[src/hw/rtl/ptq_pkg.sv]
// Shared types, codes and constants of the periodic timer queue.
`default_nettype none
package ptq_pkg;

    localparam int SLOTS_DEF       = 16;
    localparam int PERIOD_BITS_DEF = 32;
    localparam int TIME_W          = 48;
    localparam int MAX_EXPIRED     = 16;

    // Command codes
    localparam logic [1:0] CMD_ADD     = 2'd0;
    localparam logic [1:0] CMD_REMOVE  = 2'd1;
    localparam logic [1:0] CMD_TICK    = 2'd2;
    localparam logic [1:0] CMD_VERDICT = 2'd3;

    // Result kinds
    localparam logic [1:0] KIND_REPLY   = 2'd0;
    localparam logic [1:0] KIND_EXPIRED = 2'd1;
    localparam logic [1:0] KIND_IDLE    = 2'd2;

    // Reply status codes
    localparam logic [1:0] ST_OK          = 2'd0;
    localparam logic [1:0] ST_NO_FREE_ID  = 2'd1;
    localparam logic [1:0] ST_NOT_FOUND   = 2'd2;
    localparam logic [1:0] ST_NOT_WAITING = 2'd3;

    typedef struct packed {
        logic [1:0]  cmd;
        logic [31:0] timeout_ms;
        logic        one_shot;
        logic [4:0]  timer_id;
        logic        keep;
    } req_t;

    typedef struct packed {
        logic [1:0] kind;
        logic [1:0] status;
        logic [4:0] timer_id_res;
        logic       last;
    } res_t;

    // Operation broadcast to every cell of the queue
    typedef struct packed {
        logic ins;
        logic del;
        logic pop;
    } op_t;

endpackage
`default_nettype wire

[src/hw/rtl/ptq_ram.sv]
// Generic single-port-write RAM with registered read.
`default_nettype none
module ptq_ram #(
    parameter int W = 8,
    parameter int D = 16
) (
    input  wire logic                 clk,
    input  wire logic                 we,
    input  wire logic [$clog2(D)-1:0] waddr,
    input  wire logic [W-1:0]         wdata,
    input  wire logic [$clog2(D)-1:0] raddr,
    output logic      [W-1:0]         rdata
);
    logic [W-1:0] mem [D];

    always_ff @(posedge clk)
    begin
        if (we)
        begin
            mem[waddr] <= wdata;
        end
        rdata <= mem[raddr];
    end
endmodule
`default_nettype wire

[src/hw/rtl/ptq_cell.sv]
// One entry of the sorted timer queue: insert shifts right, delete shifts left.
`default_nettype none
module ptq_cell #(
    parameter int ID_W = 5
) (
    input  wire logic                      clk,
    input  wire logic                      rst_n,
    input  wire ptq_pkg::op_t              op,
    input  wire logic [ptq_pkg::TIME_W-1:0] ins_exp,
    input  wire logic [ID_W-1:0]           ins_id,
    input  wire logic [ID_W-1:0]           del_id,
    input  wire logic                      prev_valid,
    input  wire logic [ptq_pkg::TIME_W-1:0] prev_exp,
    input  wire logic [ID_W-1:0]           prev_id,
    input  wire logic                      next_valid,
    input  wire logic [ptq_pkg::TIME_W-1:0] next_exp,
    input  wire logic [ID_W-1:0]           next_id,
    input  wire logic                      keep_in,
    output logic                           keep_out,
    input  wire logic                      shift_in,
    output logic                           shift_out,
    output logic                           valid,
    output logic      [ptq_pkg::TIME_W-1:0] exp_ms,
    output logic      [ID_W-1:0]           id
);
    import ptq_pkg::*;

    logic valid_reg;
    logic [TIME_W-1:0] exp_reg;
    logic [ID_W-1:0] id_reg;

    // Neighbour hand-off conditions
    always_comb
    begin
        keep_out  = valid_reg && (exp_reg <= ins_exp);
        shift_out = shift_in || (op.del && valid_reg && (id_reg == del_id));
    end

    always_ff @(posedge clk or negedge rst_n)
    begin
        if (!rst_n)
        begin
            valid_reg <= 1'b0;
        end
        else if (op.ins && !keep_out)
        begin
            if (keep_in)
            begin
                valid_reg <= 1'b1;
            end
            else
            begin
                valid_reg <= prev_valid;
            end
        end
        else if ((op.del || op.pop) && shift_out)
        begin
            valid_reg <= next_valid;
        end
    end

    always_ff @(posedge clk)
    begin
        if (op.ins && !keep_out)
        begin
            exp_reg <= keep_in ? ins_exp : prev_exp;
            id_reg  <= keep_in ? ins_id : prev_id;
        end
        else if ((op.del || op.pop) && shift_out)
        begin
            exp_reg <= next_exp;
            id_reg  <= next_id;
        end
    end

    assign valid  = valid_reg;
    assign exp_ms = exp_reg;
    assign id     = id_reg;
endmodule
`default_nettype wire

[src/hw/rtl/periodic_timer_queue.sv]
// Top level of the periodic timer queue: command sequencer, id pool and cell chain.
`default_nettype none
// Periodic timer queue. A command is taken when start is high and busy low;
// every result appears on res for one cycle with res_valid high and cannot be
// held off. Add and remove reply from the insert or remove state, or at once
// when the pool is exhausted or the id is out of range; a verdict replies at
// once on error and otherwise reads the period store (registered read) first,
// then may reinsert; a tick gives one idle notice when nothing is due,
// otherwise one notice per expired timer, up to 16, one notice per cycle as the
// head of the cell chain is popped. Inserts and removals shift the whole chain
// at once. There is no clearing pass after reset.
module periodic_timer_queue #(
    parameter int SLOTS       = ptq_pkg::SLOTS_DEF,
    parameter int PERIOD_BITS = ptq_pkg::PERIOD_BITS_DEF
) (
    input  wire logic          clk,
    input  wire logic          rst_n,
    input  wire logic          start,
    input  wire ptq_pkg::req_t req,
    output logic               busy,
    output logic               res_valid,
    output ptq_pkg::res_t      res
);
    import ptq_pkg::*;

    localparam int ID_W  = $clog2(SLOTS + 1);
    localparam int IDX_W = $clog2(SLOTS);
    localparam int CW    = (ID_W > 5) ? ID_W : 5;
    localparam int TW    = (PERIOD_BITS > 32) ? PERIOD_BITS : 32;
    localparam int CNT_W = $clog2(MAX_EXPIRED);
    localparam logic [PERIOD_BITS-1:0] PMAX = {PERIOD_BITS{1'b1}};

    typedef enum logic [2:0] {S_IDLE, S_INS, S_REM, S_TICK, S_VRD} state_t;

    state_t state_reg;
    logic [TIME_W-1:0] now_reg;
    logic [SLOTS-1:0] in_use_reg;
    logic [SLOTS-1:0] waiting_reg;
    logic [TIME_W-1:0] ins_exp_reg;
    logic [ID_W-1:0] ins_id_reg;
    logic [ID_W-1:0] tgt_id_reg;
    logic keep_reg;
    logic [CNT_W-1:0] cnt_reg;
    res_t res_reg;
    logic res_valid_reg;

    // Chain wiring
    logic cv [SLOTS];
    logic [TIME_W-1:0] cexp [SLOTS];
    logic [ID_W-1:0] cid [SLOTS];
    logic kc [SLOTS+1];
    logic sh [SLOTS+1];
    op_t op;

    // Period store
    logic ram_we;
    logic [PERIOD_BITS:0] ram_wdata;
    logic [PERIOD_BITS:0] ram_rdata;
    logic [IDX_W-1:0] ram_waddr;
    logic [IDX_W-1:0] ram_raddr;

    logic accept;
    logic [CW-1:0] id_wide;
    logic id_ok;
    logic [IDX_W-1:0] id_idx;
    logic free_found;
    logic [IDX_W-1:0] free_idx;
    logic [TW-1:0] tmo_wide;
    logic [PERIOD_BITS-1:0] period_sat;
    logic [TIME_W:0] add_sum;
    logic [TIME_W:0] vrd_sum;
    logic head_due;
    logic next_due;
    logic [IDX_W-1:0] head_idx;

    assign accept = start && (state_reg == S_IDLE);

    // Addressed id decode
    always_comb
    begin
        id_wide = CW'(req.timer_id);
        id_ok   = (id_wide >= CW'(1)) && (id_wide <= CW'(SLOTS));
        id_idx  = IDX_W'(id_wide - CW'(1));
    end

    // Lowest free id
    always_comb
    begin
        free_found = 1'b0;
        free_idx   = '0;
        for (int i = SLOTS - 1; i >= 0; i--)
        begin
            if (!in_use_reg[i])
            begin
                free_found = 1'b1;
                free_idx   = IDX_W'(i);
            end
        end
    end

    // Period saturation and expiry sums
    always_comb
    begin
        tmo_wide   = TW'(req.timeout_ms);
        period_sat = (tmo_wide > TW'(PMAX)) ? PMAX : PERIOD_BITS'(tmo_wide);
        add_sum    = {1'b0, now_reg} + (TIME_W + 1)'(period_sat);
        vrd_sum    = {1'b0, now_reg} + (TIME_W + 1)'(ram_rdata[PERIOD_BITS-1:0]);
    end

    // Head of queue checks for tick
    always_comb
    begin
        head_due = cv[0] && (cexp[0] <= now_reg);
        next_due = cv[1] && (cexp[1] <= now_reg);
        head_idx = IDX_W'(cid[0] - ID_W'(1));
    end

    always_comb
    begin
        op.ins = (state_reg == S_INS);
        op.del = (state_reg == S_REM);
        op.pop = (state_reg == S_TICK) && head_due;
    end

    assign ram_we    = accept && (req.cmd == CMD_ADD) && free_found;
    assign ram_waddr = free_idx;
    assign ram_wdata = {req.one_shot, period_sat};
    assign ram_raddr = id_idx;

    ptq_ram #(
        .W (PERIOD_BITS + 1),
        .D (SLOTS)
    ) u_period (
        .clk   (clk),
        .we    (ram_we),
        .waddr (ram_waddr),
        .wdata (ram_wdata),
        .raddr (ram_raddr),
        .rdata (ram_rdata)
    );

    // Cell chain
    assign kc[0] = 1'b1;
    assign sh[0] = op.pop;

    for (genvar g = 0; g < SLOTS; g++)
    begin : g_cell
        logic pv;
        logic [TIME_W-1:0] pe;
        logic [ID_W-1:0] pi;
        logic nv;
        logic [TIME_W-1:0] ne;
        logic [ID_W-1:0] ni;

        if (g == 0)
        begin : g_first
            assign pv = 1'b0;
            assign pe = '0;
            assign pi = '0;
        end
        else
        begin : g_mid
            assign pv = cv[g-1];
            assign pe = cexp[g-1];
            assign pi = cid[g-1];
        end

        if (g == SLOTS - 1)
        begin : g_last
            assign nv = 1'b0;
            assign ne = '0;
            assign ni = '0;
        end
        else
        begin : g_inner
            assign nv = cv[g+1];
            assign ne = cexp[g+1];
            assign ni = cid[g+1];
        end

        ptq_cell #(
            .ID_W (ID_W)
        ) u_cell (
            .clk        (clk),
            .rst_n      (rst_n),
            .op         (op),
            .ins_exp    (ins_exp_reg),
            .ins_id     (ins_id_reg),
            .del_id     (tgt_id_reg),
            .prev_valid (pv),
            .prev_exp   (pe),
            .prev_id    (pi),
            .next_valid (nv),
            .next_exp   (ne),
            .next_id    (ni),
            .keep_in    (kc[g]),
            .keep_out   (kc[g+1]),
            .shift_in   (sh[g]),
            .shift_out  (sh[g+1]),
            .valid      (cv[g]),
            .exp_ms     (cexp[g]),
            .id         (cid[g])
        );
    end

    // Command sequencer
    always_ff @(posedge clk or negedge rst_n)
    begin
        if (!rst_n)
        begin
            state_reg     <= S_IDLE;
            now_reg       <= '0;
            in_use_reg    <= '0;
            waiting_reg   <= '0;
            cnt_reg       <= '0;
            res_valid_reg <= 1'b0;
            res_reg       <= '0;
            ins_exp_reg   <= '0;
            ins_id_reg    <= '0;
            tgt_id_reg    <= '0;
            keep_reg      <= 1'b0;
        end
        else
        begin
            res_valid_reg <= 1'b0;
            case (state_reg)
                S_IDLE:
                begin
                    if (accept)
                    begin
                        keep_reg   <= req.keep;
                        tgt_id_reg <= ID_W'(id_wide);
                        case (req.cmd)
                            CMD_ADD:
                            begin
                                if (free_found)
                                begin
                                    in_use_reg[free_idx]  <= 1'b1;
                                    waiting_reg[free_idx] <= 1'b0;
                                    ins_id_reg  <= ID_W'(free_idx) + ID_W'(1);
                                    ins_exp_reg <= add_sum[TIME_W] ? {TIME_W{1'b1}}
                                                                   : add_sum[TIME_W-1:0];
                                    state_reg   <= S_INS;
                                end
                                else
                                begin
                                    res_valid_reg <= 1'b1;
                                    res_reg <= '{KIND_REPLY, ST_NO_FREE_ID, 5'd0, 1'b1};
                                end
                            end
                            CMD_REMOVE:
                            begin
                                if (!id_ok)
                                begin
                                    res_valid_reg <= 1'b1;
                                    res_reg <= '{KIND_REPLY, ST_NOT_FOUND, 5'd0, 1'b1};
                                end
                                else
                                begin
                                    state_reg <= S_REM;
                                end
                            end
                            CMD_TICK:
                            begin
                                now_reg   <= now_reg + TIME_W'(1);
                                cnt_reg   <= '0;
                                state_reg <= S_TICK;
                            end
                            default:
                            begin
                                if (!id_ok || !in_use_reg[id_idx])
                                begin
                                    res_valid_reg <= 1'b1;
                                    res_reg <= '{KIND_REPLY, ST_NOT_FOUND, 5'd0, 1'b1};
                                end
                                else if (!waiting_reg[id_idx])
                                begin
                                    res_valid_reg <= 1'b1;
                                    res_reg <= '{KIND_REPLY, ST_NOT_WAITING, 5'd0, 1'b1};
                                end
                                else
                                begin
                                    waiting_reg[id_idx] <= 1'b0;
                                    state_reg <= S_VRD;
                                end
                            end
                        endcase
                    end
                end
                S_INS:
                begin
                    res_valid_reg <= 1'b1;
                    res_reg   <= '{KIND_REPLY, ST_OK, 5'(ins_id_reg), 1'b1};
                    state_reg <= S_IDLE;
                end
                S_REM:
                begin
                    res_valid_reg <= 1'b1;
                    if (sh[SLOTS])
                    begin
                        in_use_reg[IDX_W'(tgt_id_reg - ID_W'(1))] <= 1'b0;
                        res_reg <= '{KIND_REPLY, ST_OK, 5'(tgt_id_reg), 1'b1};
                    end
                    else
                    begin
                        res_reg <= '{KIND_REPLY, ST_NOT_FOUND, 5'd0, 1'b1};
                    end
                    state_reg <= S_IDLE;
                end
                S_TICK:
                begin
                    res_valid_reg <= 1'b1;
                    if (head_due)
                    begin
                        waiting_reg[head_idx] <= 1'b1;
                        res_reg <= '{KIND_EXPIRED, ST_OK, 5'(cid[0]),
                                     (!next_due || (cnt_reg == CNT_W'(MAX_EXPIRED - 1)))};
                        cnt_reg <= cnt_reg + CNT_W'(1);
                        if (!next_due || (cnt_reg == CNT_W'(MAX_EXPIRED - 1)))
                        begin
                            state_reg <= S_IDLE;
                        end
                    end
                    else
                    begin
                        res_reg   <= '{KIND_IDLE, ST_OK, 5'd0, 1'b1};
                        state_reg <= S_IDLE;
                    end
                end
                S_VRD:
                begin
                    if (keep_reg && !ram_rdata[PERIOD_BITS])
                    begin
                        ins_id_reg  <= tgt_id_reg;
                        ins_exp_reg <= vrd_sum[TIME_W] ? {TIME_W{1'b1}}
                                                       : vrd_sum[TIME_W-1:0];
                        state_reg   <= S_INS;
                    end
                    else
                    begin
                        in_use_reg[IDX_W'(tgt_id_reg - ID_W'(1))] <= 1'b0;
                        res_valid_reg <= 1'b1;
                        res_reg   <= '{KIND_REPLY, ST_OK, 5'(tgt_id_reg), 1'b1};
                        state_reg <= S_IDLE;
                    end
                end
                default:
                begin
                    state_reg <= S_IDLE;
                end
            endcase
        end
    end

    assign busy      = (state_reg != S_IDLE);
    assign res_valid = res_valid_reg;
    assign res       = res_reg;
endmodule
`default_nettype wire
[config.mk]
export PLATFORM = sky130hd
export DESIGN_NAME = periodic_timer_queue
export DESIGN_NICKNAME = d
export VERILOG_FILES = /design/src/hw/rtl/ptq_pkg.sv /design/src/hw/rtl/ptq_ram.sv /design/src/hw/rtl/ptq_cell.sv /design/src/hw/rtl/periodic_timer_queue.sv
export SDC_FILE = /design/constraint.sdc
export NUM_CORES = 2
export LEC_CHECK = 0
export BUFFER_PORTS_ARGS = -buffer_cell sky130_fd_sc_hd__buf_2
export CAP_MARGIN = 20
export CORE_AREA = 5 5 470 472
export DETAILED_ROUTE_END_ITERATION = 10
export DIE_AREA = 0 0 475 477
export SLEW_MARGIN = 20
export SYNTH_ARGS = -nofsm -noshare
export SYNTH_HDL_FRONTEND = slang
export SYNTH_SLANG_ARGS = --single-unit
export TNS_END_PERCENT = 30
[constraint.sdc]
create_clock -name clk -period 7.91 [get_ports clk]
set_input_delay 0.791 -clock clk [delete_from_list [all_inputs] [get_ports clk]]
set_output_delay 0.791 -clock clk [all_outputs]
set_load 0.03 [all_outputs]
==> run metrics <==
total design power=roughly 0.032 W; port bufs=between 50 and 60; reg-to-reg endpoint=g_cell[2].u_cell.exp_ms[44]$_DFFE_PP_; Routability Congestion=slightly below 1; Total Nets Final=approximately 9500; Least-Margin Pin Slew=1210 ps; Worst Skew=between 60 and 70 ps; # hold bufs at CTS=1; status=completed; Die Wd=475 um; Starting Density=0.447; CP cell instances=inv_1 -> ha_1 -> nand4_1 -> nor3_1 -> nand4_1 -> or3_1 -> or4_1 -> nand2_2 -> buf_4 -> mux2_2 -> mux2_2; cells after synthesis=roughly 8500; Pre-antenna DRT Iters=6; Antenna Nets Post-Route=0; Reg area=~46000 um2; nature of the critical path endpoint=flop; Final Cycle Share=0.792; WL met3=about 26000 um; Yosys warnings=0; largest net degree at the start of global routing=between 100 and 150; Tightest Hold Check Type=in -> reg; wire per inst=~28 um; top post-synthesis cells by count=edfxtp_1 (1376), ha_1 (944), a21oi_1 (805); final core occ=0.495; startpoint types=flop; Most used DFF post-synth=edfxtp_1; most frequent cell after synthesis=edfxtp_1; Tmin final=around 6300 ps; die area=approximately 230000 um2; hpwl dp=about 240000 um; synthesized flop and latch total=around 1600; Synth top area share=0.428; slowest cell on the critical path=dfrtp_1; antenna violations before repair=21; WP depth=11; clock transition at the registers of the reported paths=roughly 70 ps; # fillers=roughly 19000; count of different cell masters after synthesis=108; Max-Cap Viols=0; Worst EP required=roughly 8500 ps; Post-synth ARST share=0.109; TritonCTS Sinks=between 1500 and 2000; grt total ovfl=0; postcts setup bufs=0; setup tns final=0 ps; Multi-input gate area=between 40000 and 50000 um2; Crit Path Category=reg -> reg; Synth Net Count=roughly 9500; core area=roughly 220000 um2; R2R setup slack=1650 ps; hold path cells=3; DR vias=72900; max reg flops=about 770; Die Y=approximately 480 um; hold endpoint=keep_reg$_DFFE_PN0P_; crit path buf inv count=2; fmax=between 0.15 and 0.2 GHz; Worst Path Max Fanout=32; PwrDens=between 300 and 400 nW/um2; Leak=41.4 nW; num rows=~170; clk root buf=clkbuf_16; Critical Path Source=ins_exp_reg[44]$_DFFE_PN0P_; Final setup viols=0; worst r2r src=ins_exp_reg[44]$_DFFE_PN0P_; post-cts sizing count=0; delay-heaviest family, CP=simple AND/OR/NAND/NOR gates; worst vdd ir=~250 uV; first-pass GRT wire length=around 480000 um; wire length on met1=about 140000 um; vias in the first global route=72500; Clk Latency, worst-skew pair=between 800 and 900 ps; wire length on met2=149000 um; number of remaining DRC errors=0; hold_sp=req[0]; H-tree levels=4; CTS max path bufs=3; I/O pin cnt=56; final WL=~330000 um; ranking of synthesized cells by area=edfxtp_1 (43%), ha_1 (12%), mux2i_1 (5.8%); setup repair after global routing missed its margin=no; synth-to-layout area growth=10.7%; total track usage=0.282; share of cells above drive strength 1=0.116; library cell with the largest summed area after synthesis=edfxtp_1; CTS tree=built; Final Hold Vio Count=0; Rel. slew slack=0.190; post-synthesis instance area=between 90000 and 100000 um2; EDFF count, synth=~1400; Avg Inst Size Synth=11.3 um2; worst-case reg-to-reg path depth=11; DR top layer=met5; max-slew violation count=0; max incr delay on CP=850 ps; Via density=approximately 6.3; 1st-iter DRT viols=7495; TritonCTS buffer count=between 150 and 200; sequential area share after synthesis=0.479; crit path DAT=approximately 7000 ps
-- through the flow --
step | instances | worst slack [ps] | hold WS, ps | area (um2)
5_1_grt | 11500 | 1510 | 230 | 107000
6_report | 11500 | 1650 | 263 | 107000
3_5_place_dp | 11200 | 1800 | 468 | 101000
2_1_floorplan | 8529 | 1200 | 461 | 96600
4_1_cts | 11500 | 1780 | 195 | 107000
3_3_place_gp | 11200 | 1760 | 463 | 101000
-- worst min-delay path: stages --
cell	delay [ps]
buf_2	100
nand2_1	90
o21ai_0	90
-- worst max path at each step --
stage / to / slack [ps]
2_1_floorplan: g_cell[6].u_cell.exp_ms[0]$_DFFE_PP_ / 1200
3_3_place_gp: g_cell[5].u_cell.exp_ms[8]$_DFFE_PP_ / 1760
3_5_place_dp: g_cell[5].u_cell.exp_ms[8]$_DFFE_PP_ / 1800
4_1_cts: g_cell[5].u_cell.exp_ms[16]$_DFFE_PP_ / 1780
5_1_grt: g_cell[2].u_cell.exp_ms[44]$_DFFE_PP_ / 1510
6_report: g_cell[2].u_cell.exp_ms[44]$_DFFE_PP_ / 1650
-- cell type report --
cell class / count / share of cell area
clock buffer: 243 / 0.0454
sequential: 1582 / 0.433
timing repair buffer: 280 / 0.0201
inverter: 187 / 0.00656
antenna: 11 / 0.000257
tap: 2854 / 0.0334
clock inverter: 94 / 0.0117
multi-input combinational: 6275 / 0.450
-- routing by layer --
| layer | GRT usage | up-vias |
|---|---|---|
| met1 | 0.382 | 36500 |
| li1 | - | 32800 |
| met2 | 0.446 | 3052 |
| met4 | 0.111 | 18 |
| met3 | 0.0568 | 635 |
| met5 | 0 | - |
-- kinds of logic after synthesis --
| kind of cell | count (synthesis) | share of synthesized area |
|---|---|---|
| compound gates | 2188 | 0.133 |
| fa+ha+maj | 946 | 0.123 |
| xor+xnor | 200 | 0.0181 |
| buf+inv | 672 | 0.0282 |
| simple gates | 2036 | 0.0984 |
| mux | 905 | 0.120 |
| flops | 1582 | 0.479 |
-- power breakdown --
part	leakage [nW]	internal (W)	switching, W
clock	2.92	0.00495	0.00374
combinational	23.6	0.00445	0.00767
sequential	14.9	0.0102	0.00108
total	41.4	0.0196	0.0125
-- cells in the final DEF, fill, tap and decap left out, types with 26 or more instances in the layout --
cell type  Yosys  layout
a211oi_1      73      71
a21o_1       139     138
a21oi_1      805     800
a31oi_1      188     187
and3_1        36      32
buf_2         93      53
buf_4          6     211
clkbuf_1     342      51
clkbuf_16      0     179
dfrtp_1      173     173
dfxtp_1       33      33
edfxtp_1    1376    1376
ha_1         944     943
inv_1        186     185
mux2_2       123     123
mux2_4        47      47
mux2i_1      560     560
mux4_2       173     173
nand2_1      540     530
nand2b_1      32      26
nand3_1      217     216
nand4_1      210     210
nor2_1       686     682
nor2b_1       44      44
nor3_1        96      94
nor4_1        42      37
o211ai_1      58      58
o21a_1        45      45
o21ai_0      629     622
o221ai_1      27      27
o22ai_1       31      31
xnor2_1      164     162
xor2_1        36      36
No activity file was read; power rests on OpenSTA's default activity.
